## src/hdl/cdte_pkg.sv

```systemverilog
package cdte_pkg;

    localparam int QUEUE_DEPTH = 4;
    localparam int WORD_W      = 40;
    localparam int CNT_W       = 3;

    localparam logic [7:0] INT_BIAS    = 8'd139;
    localparam logic [7:0] POS_PREFIX  = 8'd247;
    localparam logic [7:0] NEG_PREFIX  = 8'd251;
    localparam logic [7:0] SHORT_INT   = 8'd28;
    localparam logic [7:0] LONG_INT    = 8'd29;
    localparam logic [7:0] ESCAPE_OP   = 8'd12;
    localparam logic [10:0] TWO_BYTE_BASE = 11'd108;

    localparam logic signed [32:0] ONE_MAX  = 33'sd107;
    localparam logic signed [32:0] ONE_MIN  = -33'sd107;
    localparam logic signed [32:0] TWO_MIN  = 33'sd108;
    localparam logic signed [32:0] TWO_MAX  = 33'sd1131;
    localparam logic signed [32:0] NTWO_MAX = -33'sd108;
    localparam logic signed [32:0] NTWO_MIN = -33'sd1131;
    localparam logic signed [32:0] SHORT_MAX = 33'sd32767;
    localparam logic signed [32:0] SHORT_MIN = -33'sd32768;

    localparam logic [2:0] OFFSET_SIZE_RESET = 3'd1;

    typedef enum logic [1:0] {
        CMD_INT = 2'd0,
        CMD_OP  = 2'd1,
        CMD_OFF = 2'd2
    } t_cmd;

    typedef struct packed {
        logic [WORD_W-1:0] word;
        logic [CNT_W-1:0]  count;
    } t_tok;

    typedef struct packed {
        logic empty;
        logic full;
    } t_qstat;

endpackage

```

## src/hdl/cdte_front.sv

```systemverilog
module cdte_front (
    input  logic                i_clk,
    input  logic                i_rst_n,
    input  logic                i_cfg_we,
    input  logic [2:0]          i_cfg_data,
    input  logic [1:0]          i_command,
    input  logic signed [32:0]  i_value,
    output cdte_pkg::t_tok      o_tok
);

    logic [2:0]          r_offset_size;
    logic signed [32:0]  v;
    logic [10:0]         m_pos;
    logic [10:0]         m_neg;

    always_ff @(posedge i_clk) begin
        if (!i_rst_n) begin
            r_offset_size <= cdte_pkg::OFFSET_SIZE_RESET;
        end else if (i_cfg_we) begin
            r_offset_size <= i_cfg_data;
        end
    end

    assign v     = i_value;
    assign m_pos = i_value[10:0] - cdte_pkg::TWO_BYTE_BASE;
    // -v - 108 == ~v - 107
    assign m_neg = (~i_value[10:0]) - (cdte_pkg::TWO_BYTE_BASE - 11'd1);

    always_comb begin
        o_tok = '0;
        unique case (cdte_pkg::t_cmd'(i_command))
            cdte_pkg::CMD_INT: begin
                priority if (v >= cdte_pkg::ONE_MIN && v <= cdte_pkg::ONE_MAX) begin
                    o_tok.word  = {i_value[7:0] + cdte_pkg::INT_BIAS, 32'd0};
                    o_tok.count = 3'd1;
                end else if (v >= cdte_pkg::TWO_MIN && v <= cdte_pkg::TWO_MAX) begin
                    o_tok.word  = {cdte_pkg::POS_PREFIX + {6'd0, m_pos[9:8]},
                                   m_pos[7:0], 24'd0};
                    o_tok.count = 3'd2;
                end else if (v >= cdte_pkg::NTWO_MIN && v <= cdte_pkg::NTWO_MAX) begin
                    o_tok.word  = {cdte_pkg::NEG_PREFIX + {6'd0, m_neg[9:8]},
                                   m_neg[7:0], 24'd0};
                    o_tok.count = 3'd2;
                end else if (v >= cdte_pkg::SHORT_MIN && v <= cdte_pkg::SHORT_MAX) begin
                    o_tok.word  = {cdte_pkg::SHORT_INT, i_value[15:0], 16'd0};
                    o_tok.count = 3'd3;
                end else begin
                    o_tok.word  = {cdte_pkg::LONG_INT, i_value[31:0]};
                    o_tok.count = 3'd5;
                end
            end
            cdte_pkg::CMD_OP: begin
                if (i_value[15:8] == cdte_pkg::ESCAPE_OP) begin
                    o_tok.word  = {i_value[15:0], 24'd0};
                    o_tok.count = 3'd2;
                end else begin
                    o_tok.word  = {i_value[7:0], 32'd0};
                    o_tok.count = 3'd1;
                end
            end
            cdte_pkg::CMD_OFF: begin
                unique case (r_offset_size)
                    3'd1: o_tok.word = {i_value[7:0], 32'd0};
                    3'd2: o_tok.word = {i_value[15:0], 24'd0};
                    3'd3: o_tok.word = {i_value[23:0], 16'd0};
                    3'd4: o_tok.word = {i_value[31:0], 8'd0};
                    default: o_tok.word = '0;
                endcase
                // sizes outside 1..4 emit nothing
                o_tok.count = (r_offset_size >= 3'd1 && r_offset_size <= 3'd4) ?
                              r_offset_size : 3'd0;
            end
            default: o_tok = '0;
        endcase
    end

endmodule

```

## src/hdl/cdte_queue.sv

```systemverilog
module cdte_queue #(
    parameter int DEPTH = cdte_pkg::QUEUE_DEPTH
) (
    input  logic             i_clk,
    input  logic             i_rst_n,
    input  logic             i_wr,
    input  cdte_pkg::t_tok   i_wdata,
    input  logic             i_rd,
    output cdte_pkg::t_tok   o_rdata,
    output cdte_pkg::t_qstat o_stat
);

    localparam int PW = (DEPTH > 1) ? $clog2(DEPTH) : 1;
    localparam int CW = $clog2(DEPTH + 1);

    cdte_pkg::t_tok r_mem [DEPTH];
    logic [PW-1:0]  r_wp, n_wp;
    logic [PW-1:0]  r_rp, n_rp;
    logic [CW-1:0]  r_count, n_count;
    logic           do_wr, do_rd;

    assign o_stat.empty = (r_count == '0);
    assign o_stat.full  = (r_count == CW'(DEPTH));
    assign do_wr        = i_wr && !o_stat.full;
    assign do_rd        = i_rd && !o_stat.empty;
    assign o_rdata      = r_mem[r_rp];

    always_comb begin
        n_wp = r_wp;
        n_rp = r_rp;
        if (do_wr) begin
            n_wp = (r_wp == PW'(DEPTH - 1)) ? '0 : r_wp + PW'(1);
        end
        if (do_rd) begin
            n_rp = (r_rp == PW'(DEPTH - 1)) ? '0 : r_rp + PW'(1);
        end
        n_count = r_count + CW'(do_wr) - CW'(do_rd);
    end

    always_ff @(posedge i_clk) begin
        if (!i_rst_n) begin
            r_wp    <= '0;
            r_rp    <= '0;
            r_count <= '0;
        end else begin
            r_wp    <= n_wp;
            r_rp    <= n_rp;
            r_count <= n_count;
        end
    end

    always_ff @(posedge i_clk) begin
        if (do_wr) begin
            r_mem[r_wp] <= i_wdata;
        end
    end

    a_count_bound: assert property (@(posedge i_clk) disable iff (!i_rst_n)
        r_count <= CW'(DEPTH))
        else $error("queue count beyond depth");

    a_count_track: assert property (@(posedge i_clk) disable iff (!i_rst_n)
        (do_wr && !do_rd) |=> (r_count == $past(r_count) + CW'(1)))
        else $error("queue count missed a write");

endmodule

```

## src/hdl/cdte_back.sv

```systemverilog
module cdte_back (
    input  logic             i_clk,
    input  logic             i_rst_n,
    input  cdte_pkg::t_tok   i_head,
    input  cdte_pkg::t_qstat i_qstat,
    output logic             o_rd,
    input  logic             i_pop,
    output logic             o_empty,
    output logic [7:0]       o_byte,
    output logic             o_last
);

    logic [2:0] r_idx, n_idx;
    logic       r_valid, n_valid;
    logic [7:0] r_byte;
    logic       r_last;
    logic       load;
    logic       is_last;
    logic [7:0] sel_byte;

    assign load    = !i_qstat.empty && (!r_valid || i_pop);
    assign is_last = (r_idx == i_head.count - 3'd1);
    assign o_rd    = load && is_last;

    always_comb begin
        unique case (r_idx)
            3'd0:    sel_byte = i_head.word[39:32];
            3'd1:    sel_byte = i_head.word[31:24];
            3'd2:    sel_byte = i_head.word[23:16];
            3'd3:    sel_byte = i_head.word[15:8];
            3'd4:    sel_byte = i_head.word[7:0];
            default: sel_byte = '0;
        endcase
    end

    always_comb begin
        n_idx   = r_idx;
        n_valid = r_valid;
        if (load) begin
            n_idx   = is_last ? 3'd0 : r_idx + 3'd1;
            n_valid = 1'b1;
        end else if (i_pop) begin
            n_valid = 1'b0;
        end
    end

    always_ff @(posedge i_clk) begin
        if (!i_rst_n) begin
            r_idx   <= '0;
            r_valid <= 1'b0;
        end else begin
            r_idx   <= n_idx;
            r_valid <= n_valid;
        end
    end

    always_ff @(posedge i_clk) begin
        if (load) begin
            r_byte <= sel_byte;
            r_last <= is_last;
        end
    end

    assign o_empty = !r_valid;
    assign o_byte  = r_byte;
    assign o_last  = r_last;

    a_idx_in_tok: assert property (@(posedge i_clk) disable iff (!i_rst_n)
        !i_qstat.empty |-> (r_idx < i_head.count))
        else $error("byte index beyond token length");

    a_head_nonzero: assert property (@(posedge i_clk) disable iff (!i_rst_n)
        !i_qstat.empty |-> (i_head.count != 3'd0))
        else $error("empty token queued");

    a_idx_step: assert property (@(posedge i_clk) disable iff (!i_rst_n)
        (load && !is_last) |=> (r_idx == $past(r_idx) + 3'd1))
        else $error("byte index did not advance");

    a_idx_wrap: assert property (@(posedge i_clk) disable iff (!i_rst_n)
        o_rd |=> (r_idx == 3'd0) && r_valid && r_last)
        else $error("token end not flagged");

endmodule

```

## src/hdl/cff_dict_token_encoder.sv

```systemverilog
// channel  | handshake           | payload
// ---------+---------------------+------------------------------
// input    | push / full         | i_command[1:0], i_value[32:0]
// result   | pop / empty         | o_out_byte[7:0], o_last
// config   | i_cfg_we            | i_cfg_data[2:0] (offset_size)
//
// A token of k bytes (1..5) leaves one byte a cycle while pop is high, so it holds
// the byte serialiser to its last byte; the serialiser sets the sustained rate.
// The first byte is registered in the token queue and then in the result register.
// Tokens that emit no bytes are dropped at the input and never enter the queue.
// Synchronous reset empties the token queue and result register; offset_size = 1.
// full is raised only while the token queue is full; the queue absorbs pop stalls.
module cff_dict_token_encoder #(
    parameter int QUEUE_DEPTH = cdte_pkg::QUEUE_DEPTH
) (
    input  logic               i_clk,
    input  logic               i_rst_n,
    input  logic               i_cfg_we,
    input  logic [2:0]         i_cfg_data,
    input  logic               push,
    output logic               full,
    input  logic [1:0]         i_command,
    input  logic signed [32:0] i_value,
    output logic               empty,
    input  logic               pop,
    output logic [7:0]         o_out_byte,
    output logic               o_last
);

    cdte_pkg::t_tok   tok;
    cdte_pkg::t_tok   head;
    cdte_pkg::t_qstat qstat;
    logic             q_wr;
    logic             q_rd;

    cdte_front u_front (
        .i_clk      (i_clk),
        .i_rst_n    (i_rst_n),
        .i_cfg_we   (i_cfg_we),
        .i_cfg_data (i_cfg_data),
        .i_command  (i_command),
        .i_value    (i_value),
        .o_tok      (tok)
    );

    assign full = qstat.full;
    assign q_wr = push && !qstat.full && (tok.count != '0);

    cdte_queue #(
        .DEPTH (QUEUE_DEPTH)
    ) u_queue (
        .i_clk   (i_clk),
        .i_rst_n (i_rst_n),
        .i_wr    (q_wr),
        .i_wdata (tok),
        .i_rd    (q_rd),
        .o_rdata (head),
        .o_stat  (qstat)
    );

    cdte_back u_back (
        .i_clk   (i_clk),
        .i_rst_n (i_rst_n),
        .i_head  (head),
        .i_qstat (qstat),
        .o_rd    (q_rd),
        .i_pop   (pop),
        .o_empty (empty),
        .o_byte  (o_out_byte),
        .o_last  (o_last)
    );

endmodule

```

## config.mk

```make
export PLATFORM = sky130hd
export DESIGN_NAME = cff_dict_token_encoder
export DESIGN_NICKNAME = d
export VERILOG_FILES = /design/src/hdl/cdte_pkg.sv /design/src/hdl/cdte_front.sv /design/src/hdl/cdte_queue.sv /design/src/hdl/cdte_back.sv /design/src/hdl/cff_dict_token_encoder.sv
export SDC_FILE = /design/constraint.sdc
export NUM_CORES = 1
export LEC_CHECK = 0
export BUFFER_PORTS_ARGS = -buffer_cell sky130_fd_sc_hd__buf_2
export CAP_MARGIN = 10
export CORE_UTILIZATION = 40
export CTS_CLUSTER_DIAMETER = 30
export DETAILED_ROUTE_END_ITERATION = 8
export HOLD_SLACK_MARGIN = 0.08
export MAX_ROUTING_LAYER = met4
export PLACE_DENSITY_LB_ADDON = 0.1
export SETUP_SLACK_MARGIN = 0.02
export SKIP_LAST_GASP = 1
export SYNTH_ARGS = -nofsm -noshare
export SYNTH_HDL_FRONTEND = slang
export SYNTH_SLANG_ARGS = --single-unit
```

## constraint.sdc

```tcl
create_clock -name i_clk -period 6.6 [get_ports i_clk]
set_clock_uncertainty 0.2 [all_clocks]
set_input_delay 1.32 -clock i_clk [delete_from_list [all_inputs] [get_ports i_clk]]
set_output_delay 1.32 -clock i_clk [all_outputs]
set_load 0.05 [all_outputs]
```

# Word-level counts from Yosys, hierarchy flattened
# Memories as Yosys holds them, arrays and structs flattened. A register that Yosys moved wholly into a read port is not among the register bits.
# Cells that the tools add are included.
[word_totals] word_cells=84 reg_bits=23 mem_bits_rw=172 mem_count=1 output_inout_bits=11
[mem_list] name="u_queue.r_mem" depth=4 word_bits=43 read_ports=1 rd_ports_with_merged_regs=1 wr=1 line_no="cdte_queue.sv:16" rtl="cdte_pkg::t_tok r_mem [DEPTH];"
[classes] addsub=11 order_cmp=10 n_reduce_logical=20 n_mux=18 n_bitwise=1 eq_ne=15
[op_table] operator="43-bit two-way mux" count=4
[op_table] operator="40-bit case mux with 4 select lines" count=1
[op_table] operator="43-bit case mux with 3 select lines" count=1
[op_table] operator="33-bit by 8-bit greater-or-equal comparator with 1-bit output (second input constant)" count=2
[op_table] operator="33-bit by 8-bit <= comparator with 1-bit output (second input constant)" count=2
[op_table] operator="8-bit case mux with 5 select lines" count=1
[op_table] operator="36-bit two-way mux" count=1
[op_table] operator="33-bit by 12-bit greater-or-equal comparator with 1-bit output (second input constant)" count=1
[op_table] operator="33-bit by 16-bit greater-or-equal comparator with 1-bit output (second input constant)" count=1
[op_table] operator="33-bit by 12-bit <= comparator with 1-bit output (second input constant)" count=1
[op_table] operator="33-bit by 16-bit <= comparator with 1-bit output (second input constant)" count=1
[op_table] operator="10-bit by 7-bit subtractor with 10-bit output (second input constant)" count=2
[op_table] operator="3-bit by 2-bit == test with 1-bit output (second input constant)" count=4
[op_table] operator="1-bit logical AND" count=11
[op_table] operator="10-bit inverter" count=1
[op_table] operator="3-bit == test (second input constant)" count=3
[op_table] operator="8-bit adder (second input constant)" count=1
[op_table] operator="8-bit by 4-bit == test with 1-bit output (second input constant)" count=1
[op_table] operator="2-bit two-way mux" count=4
[op_table] operator="5-bit by 3-bit adder with 6-bit output (first input constant)" count=1
[op_table] operator="2-bit == test (second input constant)" count=3
[op_table] operator="3-bit by 1-bit == test with 1-bit output (second input constant)" count=2
[op_table] operator="3-bit zero test" count=2
[op_table] operator="3-bit two-way mux" count=2
[op_table] operator="16 further kinds" count=22

# Longest topological paths before layout
# Gate-level depths: netlist of run 1.
[depth] ltp_word=12 mapped_depth=17 mapped_depth_nobuf=13

# Modules after synthesis
# From an unflattened synthesis of run 1, not the netlist that was laid out.
[unflattened] cells_unflattened=703 area_unflattened_um2=9806.9
[by_module_without_submodules] mod="cdte_queue" instances=1 seq_area_each_um2=5345.1 cells_per_inst=278 area_per_inst_um2=6745.2
[by_module_without_submodules] mod="cdte_front" instances=1 seq_area_each_um2=60.1 cells_per_inst=343 area_per_inst_um2=2197.1
[by_module_without_submodules] mod="cdte_back" instances=1 seq_area_each_um2=350.3 cells_per_inst=80 area_per_inst_um2=842.1
[by_module_without_submodules] mod="cff_dict_token_encoder" instances=1 seq_area_each_um2=0.0 cells_per_inst=2 area_per_inst_um2=22.5

# Worst setup path before layout of run 1
# OpenSTA, ideal clock, no wires.
[synth_path] path_kind="register to register" startpoint="register with a tool-made name" endpoint="register u_queue.r_count[2]" setup_time_ps=115 n_path_buf=4 stages_incl_launch_ff=18 arrival_time_ps=3539 path_slack_ps=2746 path_cell_list="dfxtp_1 > buf_2 > buf_2 > buf_2 > mux4_2 > inv_1 > ha_1 > xnor2_1 > xnor2_1 > nor3_1 > and2_1 > clkbuf_1 > ha_1 > inv_1 > ha_1 > fa_1 > xnor2_1 > and2_1"
[synth_rtl] item="end signal: assignment" line_no="cdte_queue.sv:48" rtl="r_count <= n_count;"
[synth_rtl] item="end: declaration" line_no="cdte_queue.sv:19" rtl="logic [CW-1:0] r_count, n_count;"

==> flow_summary.json, run 1 <==
{
  "status": "finished clean",
  "root_buffer": "clkbuf_16",
  "syn_area_sq_um": 9800,
  "dp_hpwl_mm": 19.0,
  "worstHoldPathType": "flop to flop",
  "first_pass_iters": 5,
  "period_share_pct": 63.1,
  "postCtsSetupBuffers": 0,
  "vias_per_cell": 5.87,
  "final_cell_mix": "edfxtp_1, nand2_1, buf_2",
  "port_buffers": 53,
  "max_cap_violations": 0,
  "synth_ff_type": "edfxtp_1",
  "nets": 821,
  "fmax_mhz": 240,
  "clk_pin_slew_ns": 0.08,
  "cp_cell_sequence": "buf_2 > nand3_2 > or3_1 > o211a_1 > or2_1 > buf_4 > nor2_1 > a22o_1",
  "crit_fanout": 24,
  "report.final.slew_viol_count": 0,
  "grt_pass1_wl_mm": 40.8,
  "antenna_found_initial": 0,
  "syn-instance-count": 716,
  "criticalPathCategory": "input pin to flop",
  "drc_errors": 0,
  "holdWs_ns": 0.343,
  "grt_use_total_pct": 23.6,
  "gr-total-overflow": 0,
  "tns_ns": 0,
  "cp-end-kind": "flop",
  "worstPathArrival_ns": 4.18,
  "fp-row-count": 56,
  "start_util_pct": 41.2,
  "tritoncts": "done",
  "cp-start-kind": "input pin",
  "ctsHoldBuffers": 0,
  "multiInputGateArea_sq_um": 3750,
  "grt_max_degree": 44,
  "hold_violations": 0,
  "dp.cells": 1054,
  "area_growth_pct": 11.5,
  "worst_slack_ns": 2.44,
  "crit_slowest_cell": "nor2_1",
  "register_area_sq_um": 5760,
  "stdcell_count": 1086,
  "coreArea_sq_um": 23800,
  "final_common_cell": "edfxtp_1",
  "setup_viol": 0,
  "synth_cell_types": 77,
  "wirelength_mm": 27.4,
  "rsz0062_at_grt": "no",
  "ctsResizeCount": 0,
  "seq_area_frac_synth_pct": 58.7,
  "syn_area_per_cell_sq_um": 13.7,
  "path_buf_inv": 2,
  "cp_top_family": "simple AND/OR/NAND/NOR gates",
  "cts_sinks": 197,
  "required_ns": 6.62,
  "htreeDepth": 4,
  "insertion_delay_ns": 0.44,
  "drive_gt1_share_pct": 21.8,
  "slowest_delay_ns": 0.63,
  "dr.first_iter.drc_count": 643,
  "finalCriticalPeriod_ns": 4.16,
  "grt_pass1_vias": 6352,
  "async_flop_share_pct": 0,
  "power_density_nw_per_um2": 312,
  "fillCellCount": 2172,
  "yosysWarnings": 0,
  "drtAntennaViolNets": 0,
  "num_vias": 6379,
  "synth_edf_count": 181,
  "place_ws_ns": 2.00,
  "design.die.area_sq_um": 25100,
  "io_pins": 54,
  "num_antenna_cells": 0,
  "power_w": 0.00341,
  "ir_drop_v": 0.000137,
  "ys_seq_elements": 197,
  "worst_slew_pin_slew_ns": 0.942,
  "p_leak_nw": 3.73,
  "cts_buffers": 17,
  "place_congestion": 1.01,
  "maxSlewHeadroom_pct": 36.7,
  "die_h_um": 159,
  "cts_buffer_depth": 2,
  "die-width_um": 159,
  "avgRoutedWirePerCell_um": 25.2,
  "synthesis.nets": 783
}
## cells in the mapped netlist, drive strengths merged, types with 15 or more instances
| library cell | n | share of area, % |
|---|---|---|
| nor3 | 15 | 0.77 |
| mux4 | 43 | 9.9 |
| inv | 24 | 0.92 |
| ha | 23 | 2.9 |
| nor2 | 37 | 1.4 |
| buf | 22 | 1.2 |
| o21ai | 22 | 1.1 |
| a21oi | 24 | 1.2 |
| nand2 | 63 | 2.4 |
| mux2i | 26 | 2.7 |
| a22oi | 24 | 1.8 |
| clkbuf | 25 | 0.96 |
| dfxtp | 16 | 3.3 |
| edfxtp | 181 | 55 |
| and2 | 15 | 0.96 |
## layout make-up
class | count | share of cell area, %
repair buffers | 66 | 3.32
well taps | 319 | 3.65
clock inverters | 14 | 1.19
flip-flops and latches | 197 | 52.7
inverters | 25 | 0.859
multi-input cells | 447 | 34.3
clock buffers | 18 | 3.93
## through the flow
stage	area, sq um	utilization (%)
after floorplan	9800	-
after global placement	10400	43.6
after detailed placement	10400	43.6
after CTS	10900	46.0
after global routing	10900	46.0
final	10900	46.0
## tightest hold or removal path: cells and delay by family, from the launching register on
family,cells,cell delay [ns]
and+or+nand+nor,1,0.07
muxes,1,0.12
DFF,1,0.32
## worst paths after layout
| kind | startpoint | to | slack, ns | cells after the start |
|---|---|---|---|---|
| hold reg to reg | u_queue.r_rp[1] | flop | 0.34 | 2 |
| setup / recovery | i_value[7] | u_queue.r_mem[1][13] | 2.44 | 8 |
| setup reg to reg | flop | u_queue.r_count[1] | 2.78 | 10 |
| hold / removal | u_queue.r_rp[1] | flop | 0.34 | 2 |
## per-layer routing
metal,vias to the layer above,GRT usage (%),wire (um)
met5,-,-,0
met4,0,7.19,638
met3,36,4.11,1360
met2,227,36.4,12900
met1,3247,32.0,12500
li1,2869,-,-
## state kept, by name, indices dropped and copies added (netlist names), named ones only
signal / cells
u_queue.r_count: 3
u_back.r_valid: 1
u_queue.r_mem: 172
u_front.r_offset_size: 3
u_back.o_byte: 8
u_queue.r_rp: 2
u_back.o_last: 1
u_back.r_idx: 3
u_queue.r_wp: 2
## logic make-up after synthesis
logic type	Yosys count	share of synthesized area, %
adder cells (fa/ha/maj)	24	3.14
multiplexers	71	12.8
AND/OR/NAND/NOR	186	9.68
flip-flops	197	58.7
XOR/XNOR	17	1.52
AO/OA/AOI/OAI	149	11.0
buffers and inverters	72	3.09
## power breakdown
part | switching [W] | internal, W
registers | 0.0000451 | 0.00151
logic | 0.000561 | 0.000311
clock network | 0.000481 | 0.000501
total | 0.00109 | 0.00233
(Power assumes the default switching activity.)
==> run 2: changes to the inputs <==
Clock period 6.6 ns to 4.3 ns, I/O delays scaled along.
==> run 2 against run 1 <==
Cell area up 2.2%. Sequential share of layout area decreased by 1.1 points. First-iteration DRC count is 25% lower. Power increased by 58%. Cell count is 2.0% higher. Die area did not move. Critical path depth grew 1. Critical path type unchanged. Routed wire length increased by 4.6%.
==> flow_summary.json, run 2 (synthesized netlist as in run 1, its figures left out) <==
{
  "period_share_pct": 82.9,
  "htreeDepth": 4,
  "required_ns": 4.27,
  "insertion_delay_ns": 0.43,
  "dr.first_iter.drc_count": 480,
  "grt_pass1_vias": 6594,
  "port_buffers": 53,
  "avgRoutedWirePerCell_um": 25.9,
  "power.net_switching_w": 0.00176,
  "drive_gt1_share_pct": 24.1,
  "wirelength_mm": 28.6,
  "nets": 843,
  "fillCellCount": 2122,
  "vias_per_cell": 5.90,
  "cts_buffers": 17,
  "gr-total-overflow": 0,
  "cp-start-kind": "input pin",
  "area_growth_pct": 13.9,
  "antenna_found_initial": 0,
  "whs_path_depth": 2,
  "power_density_nw_per_um2": 482,
  "final_common_cell": "edfxtp_1",
  "num_antenna_cells": 0,
  "cpMostUsedCell": "o21ai_0",
  "p_seq_share_pct": 44.5,
  "start_util_pct": 41.2,
  "ctsHoldBuffers": 0,
  "crit_start": "i_value[8]",
  "drtAntennaViolNets": 0,
  "final_cell_mix": "edfxtp_1, nand2_1, buf_2",
  "p_leak_nw": 3.86,
  "worstHoldStart": "u_front.r_offset_size[2]",
  "finalCriticalPeriod_ns": 3.57,
  "drc_errors": 0,
  "cp_cell_sequence": "buf_2 > nand3_2 > or3_1 > o211a_1 > or2_1 > buf_4 > a22oi_1 > o21ai_0 > o21ai_0",
  "top_register": "u_queue.r_mem",
  "slowest_delay_ns": 0.45,
  "worstPathArrival_ns": 3.53,
  "grt_max_degree": 44,
  "setup_viol": 0,
  "grt_pass1_wl_mm": 42.6,
  "cp_top_family": "simple AND/OR/NAND/NOR gates",
  "cts_sinks": 197,
  "cts_buffer_depth": 2,
  "die_h_um": 159,
  "swShare_pct": 32.7,
  "tns_ns": 0,
  "crit_fanout": 14,
  "r2r_end": "u_queue.r_count[2]",
  "max_cap_violations": 0,
  "status": "finished clean",
  "clk_pin_slew_ns": 0.08,
  "dp_hpwl_mm": 20.6,
  "report.final.slew_viol_count": 0,
  "fp-row-count": 56,
  "io_pins": 54,
  "holdPathEnd": "u_front.r_offset_size[2]",
  "cp-end-kind": "flop",
  "place_congestion": 0.977,
  "criticalPathCategory": "input pin to flop",
  "crit_slowest_cell": "or2_1",
  "num_vias": 6532,
  "design.die.area_sq_um": 25100,
  "fmax_mhz": 280,
  "worst_slew_pin_slew_ns": 1.08,
  "first_pass_iters": 7,
  "clkPwrFrac_pct": 30.2,
  "holdWs_ns": 0.346,
  "ctsResizeCount": 0,
  "die-width_um": 159,
  "worstHoldPathType": "flop to flop",
  "tritoncts": "done",
  "root_buffer": "clkbuf_16",
  "maxSlewHeadroom_pct": 27.6,
  "grt_use_total_pct": 24.8,
  "largest_register_ffs": 172,
  "postCtsSetupBuffers": 0,
  "path_buf_inv": 2,
  "ir_drop_v": 0.000253,
  "rr_worst_depth": 12,
  "coreArea_sq_um": 23800,
  "rsz0062_at_grt": "no",
  "pwr-share-comb_pct": 25.3,
  "rrSetupSlack_ns": 0.80,
  "p_int_w": 0.00362,
  "hold_violations": 0
}
## run 2: cell types whose count changed in the layout (fill, tap and decap cells not counted), sizes merged
cell,delta
clkinv,+6
inv,-5
clkbuf,-1
buf,+22
## run 2: routing by layer
metal / vias up / wire length, um / global-route usage [%]
li1: 2918 / - / -
met1: 3346 / 13100 / 33.6
met2: 225 / 13500 / 38.5
met3: 43 / 1310 / 3.97
met4: 0 / 733 / 7.55
met5: - / 0 / -
## run 2: worst max-delay path by stage
stage,endpoint,cells past startpoint
final,u_queue.r_mem[3][30],9
after CTS,u_queue.r_mem[0][28],9
after detailed placement,u_queue.r_mem[3][28],9
after global placement,u_queue.r_mem[0][28],9
after global routing,u_queue.r_mem[0][30],9
after floorplan,u_queue.r_count[2],17
## run 2: final cells by class
type                            instances  area, sq um  area share (%)
Tap cell                              319          399            3.58
Clock buffer                           17          425            3.81
Clock inverter                         15          196            1.76
Timing Repair Buffer                   88          541            4.84
Multi-Input combinational cell        447         3750            33.6
Sequential cell                       197         5760            51.6
Inverter                               25         93.8           0.841
## run 2: tightest hold or removal path, stage by stage (launching register included)
cell	delay, ns
dfxtp_1	0.33
mux2i_1	0.12
nor2b_1	0.05
## run 2: per-stage QoR
stage | instance area, sq um | power (W) | utilization (%) | cells | setup slack, ns
after floorplan | 9800 | 0.00338 | - | 716 | 0.446
after global placement | 10500 | 0.00379 | 44.4 | 1076 | 0.288
after detailed placement | 10500 | 0.00381 | 44.4 | 1076 | 0.296
after CTS | 11200 | 0.00545 | 47.0 | 1108 | 0.764
after global routing | 11200 | 0.00563 | 47.0 | 1108 | 0.583
final | 11200 | 0.00538 | 47.0 | 1108 | 0.734
## run 2: power by group through the flow
stage                     logic [W]  registers, W  clock network (W)
after floorplan            0.000802       0.00257                  0
final                       0.00136       0.00239            0.00162
after detailed placement    0.00138       0.00244                  0
after CTS                   0.00138       0.00240            0.00167
after global routing        0.00148       0.00241            0.00174
after global placement      0.00136       0.00243                  0
==> run 3: changes to the inputs <==
Clock period 4.3 ns to 3.2 ns, I/O delays scaled along.
==> run 3 against run 2 <==
Non-clock buffer count increased by 100. Cell count increased by 9.0%. Flip-flop and latch count unchanged. First-iteration DRC count increased by 10%. Register-to-register slack got worse by 0.65 ns. Critical path depth increased by 4. Sequential power increased by 34%. Combinational power increased by 47%. Cell area increased by 8.2%. Clock-buffer cell count unchanged. Largest cell class unchanged. Highest routed layer unchanged.
==> flow_summary.json, run 3 (synthesized netlist as in run 1, its figures left out) <==
{
  "cts_sinks": 197,
  "p_leak_nw": 4.38,
  "place_congestion": 0.997,
  "drc_errors": 0,
  "largest_register_ffs": 172,
  "insertion_delay_ns": 0.43,
  "drtAntennaViolNets": 0,
  "tritoncts": "done",
  "status": "finished clean",
  "worst_slack_ns": 0.152,
  "vias_per_cell": 5.67,
  "worstPathArrival_ns": 3.18,
  "dr_wl_met2_mm": 14.2,
  "start_util_pct": 41.2,
  "grt_use_total_pct": 25.8,
  "fmax_mhz": 328,
  "dr.first_iter.drc_count": 528,
  "stdcell_count": 1208,
  "maxSlewHeadroom_pct": 43.5,
  "drive_gt1_share_pct": 33.7,
  "port_buffers": 53,
  "report.final.slew_viol_count": 0,
  "antenna_found_initial": 0,
  "worstHoldPathType": "input pin to flop",
  "required_ns": 3.33,
  "worst_slew_pin_slew_ns": 0.848,
  "gr-total-overflow": 0,
  "criticalPathCategory": "flop to flop",
  "io_pins": 54,
  "period_share_pct": 95.2,
  "htreeDepth": 4,
  "wl_met1_mm": 13.7,
  "cts_buffers": 17,
  "final_common_cell": "edfxtp_1",
  "die_h_um": 159,
  "ir_drop_v": 0.000381,
  "route.top_layer_used": "met4",
  "finalCriticalPeriod_ns": 3.05,
  "hold_violations": 0,
  "design.die.area_sq_um": 25100,
  "place_ws_ns": -0.510,
  "wirelength_mm": 29.8,
  "fp-row-count": 56,
  "crit_fanout": 4,
  "power_density_nw_per_um2": 614,
  "num_antenna_cells": 0,
  "dp_hpwl_mm": 21.7,
  "num_vias": 6844,
  "wl_met3_mm": 1.08,
  "clk_pin_slew_ns": 0.08,
  "grt_pass1_wl_mm": 44.5,
  "avgRoutedWirePerCell_um": 24.6,
  "max_cap_violations": 0,
  "cp-start-kind": "flop",
  "dp.cells": 1176,
  "coreArea_sq_um": 23800,
  "first_pass_iters": 5,
  "rsz0062_at_grt": "no",
  "area_growth_pct": 23.2,
  "setup_viol": 0,
  "root_buffer": "clkbuf_16",
  "top_register": "u_queue.r_mem",
  "final_cell_mix": "edfxtp_1, buf_4, nand2_1",
  "cp-end-kind": "flop",
  "nets": 943,
  "cts_buffer_depth": 2,
  "postCtsSetupBuffers": 0,
  "die-width_um": 159,
  "grt_max_degree": 41,
  "grt_pass1_vias": 6926
}
[run 3: cell types whose count changed in the layout (fill, tap and decap cells not counted), sizes merged]
| cell | change |
|---|---|
| buf | +100 |
| clkinv | -3 |
| inv | +3 |
[run 3: power breakdown]
part	switching [W]	total, W	leakage (nW)	internal (W)
registers	0.0000938	0.00321	1.82	0.00312
logic	0.00122	0.00200	2.26	0.000778
clock network	0.00112	0.00221	0.301	0.00108
total	0.00244	0.00742	4.38	0.00498
[run 3: per-layer routing]
metal  vias to the layer above  track usage, %
met5                         -               -
met4                         0            8.15
met3                        36            2.91
met2                       215            40.2
met1                      3475            35.4
li1                       3118               -
[run 3: timing repair]
item	CTS	global route
pin swaps	0	1
resized for setup	4	1
hold buffers	0	0
endpoints found under the setup margin	43	2
[run 3: cell type report]
type                    count  area, sq um
inverters                  25         93.8
multi-input cells         447         3810
fillers                  2067        11700
flip-flops and latches    197         5760
clock buffers              17          425
clock inverters            15          196
well taps                 319          399
repair buffers            188         1390
[run 3: worst paths after layout]
path | startpoint | to | slack, ns | cells past startpoint
setup reg to reg | flop | u_queue.r_count[2] | 0.15 | 13
setup / recovery | flop | u_queue.r_count[2] | 0.15 | 13
hold / removal | i_cfg_data[0] | u_front.r_offset_size[0] | 0.22 | 3
hold reg to reg | u_queue.r_rp[1] | flop | 0.36 | 2
[run 3: per-stage QoR]
step | total power, W | utilization [%] | hold WS [ns] | TNS (ns) | cell area [sq um]
finish | 0.00742 | 50.8 | 0.223 | 0 | 12100
global route | 0.00776 | 50.8 | 0.228 | 0 | 12100
CTS | 0.00750 | 50.8 | 0.199 | 0 | 12100
detailed placement | 0.00529 | 48.2 | 0.353 | -31.39 | 11400
global placement | 0.00523 | 48.2 | 0.320 | -24.50 | 11400
floorplan | 0.00462 | - | 0.313 | -0.285 | 9890
[run 3: worst max-delay path: stages (launching register included)]
cell     delay [ns]
dfxtp_4        0.39
mux4_2         0.54
inv_1          0.11
ha_4           0.14
xnor2_2        0.11
xnor2_1        0.15
nor3_2         0.07
and2_4         0.18
ha_4           0.26
inv_2          0.04
ha_4           0.15
fa_2           0.35
xnor2_1        0.12
and2_1         0.15
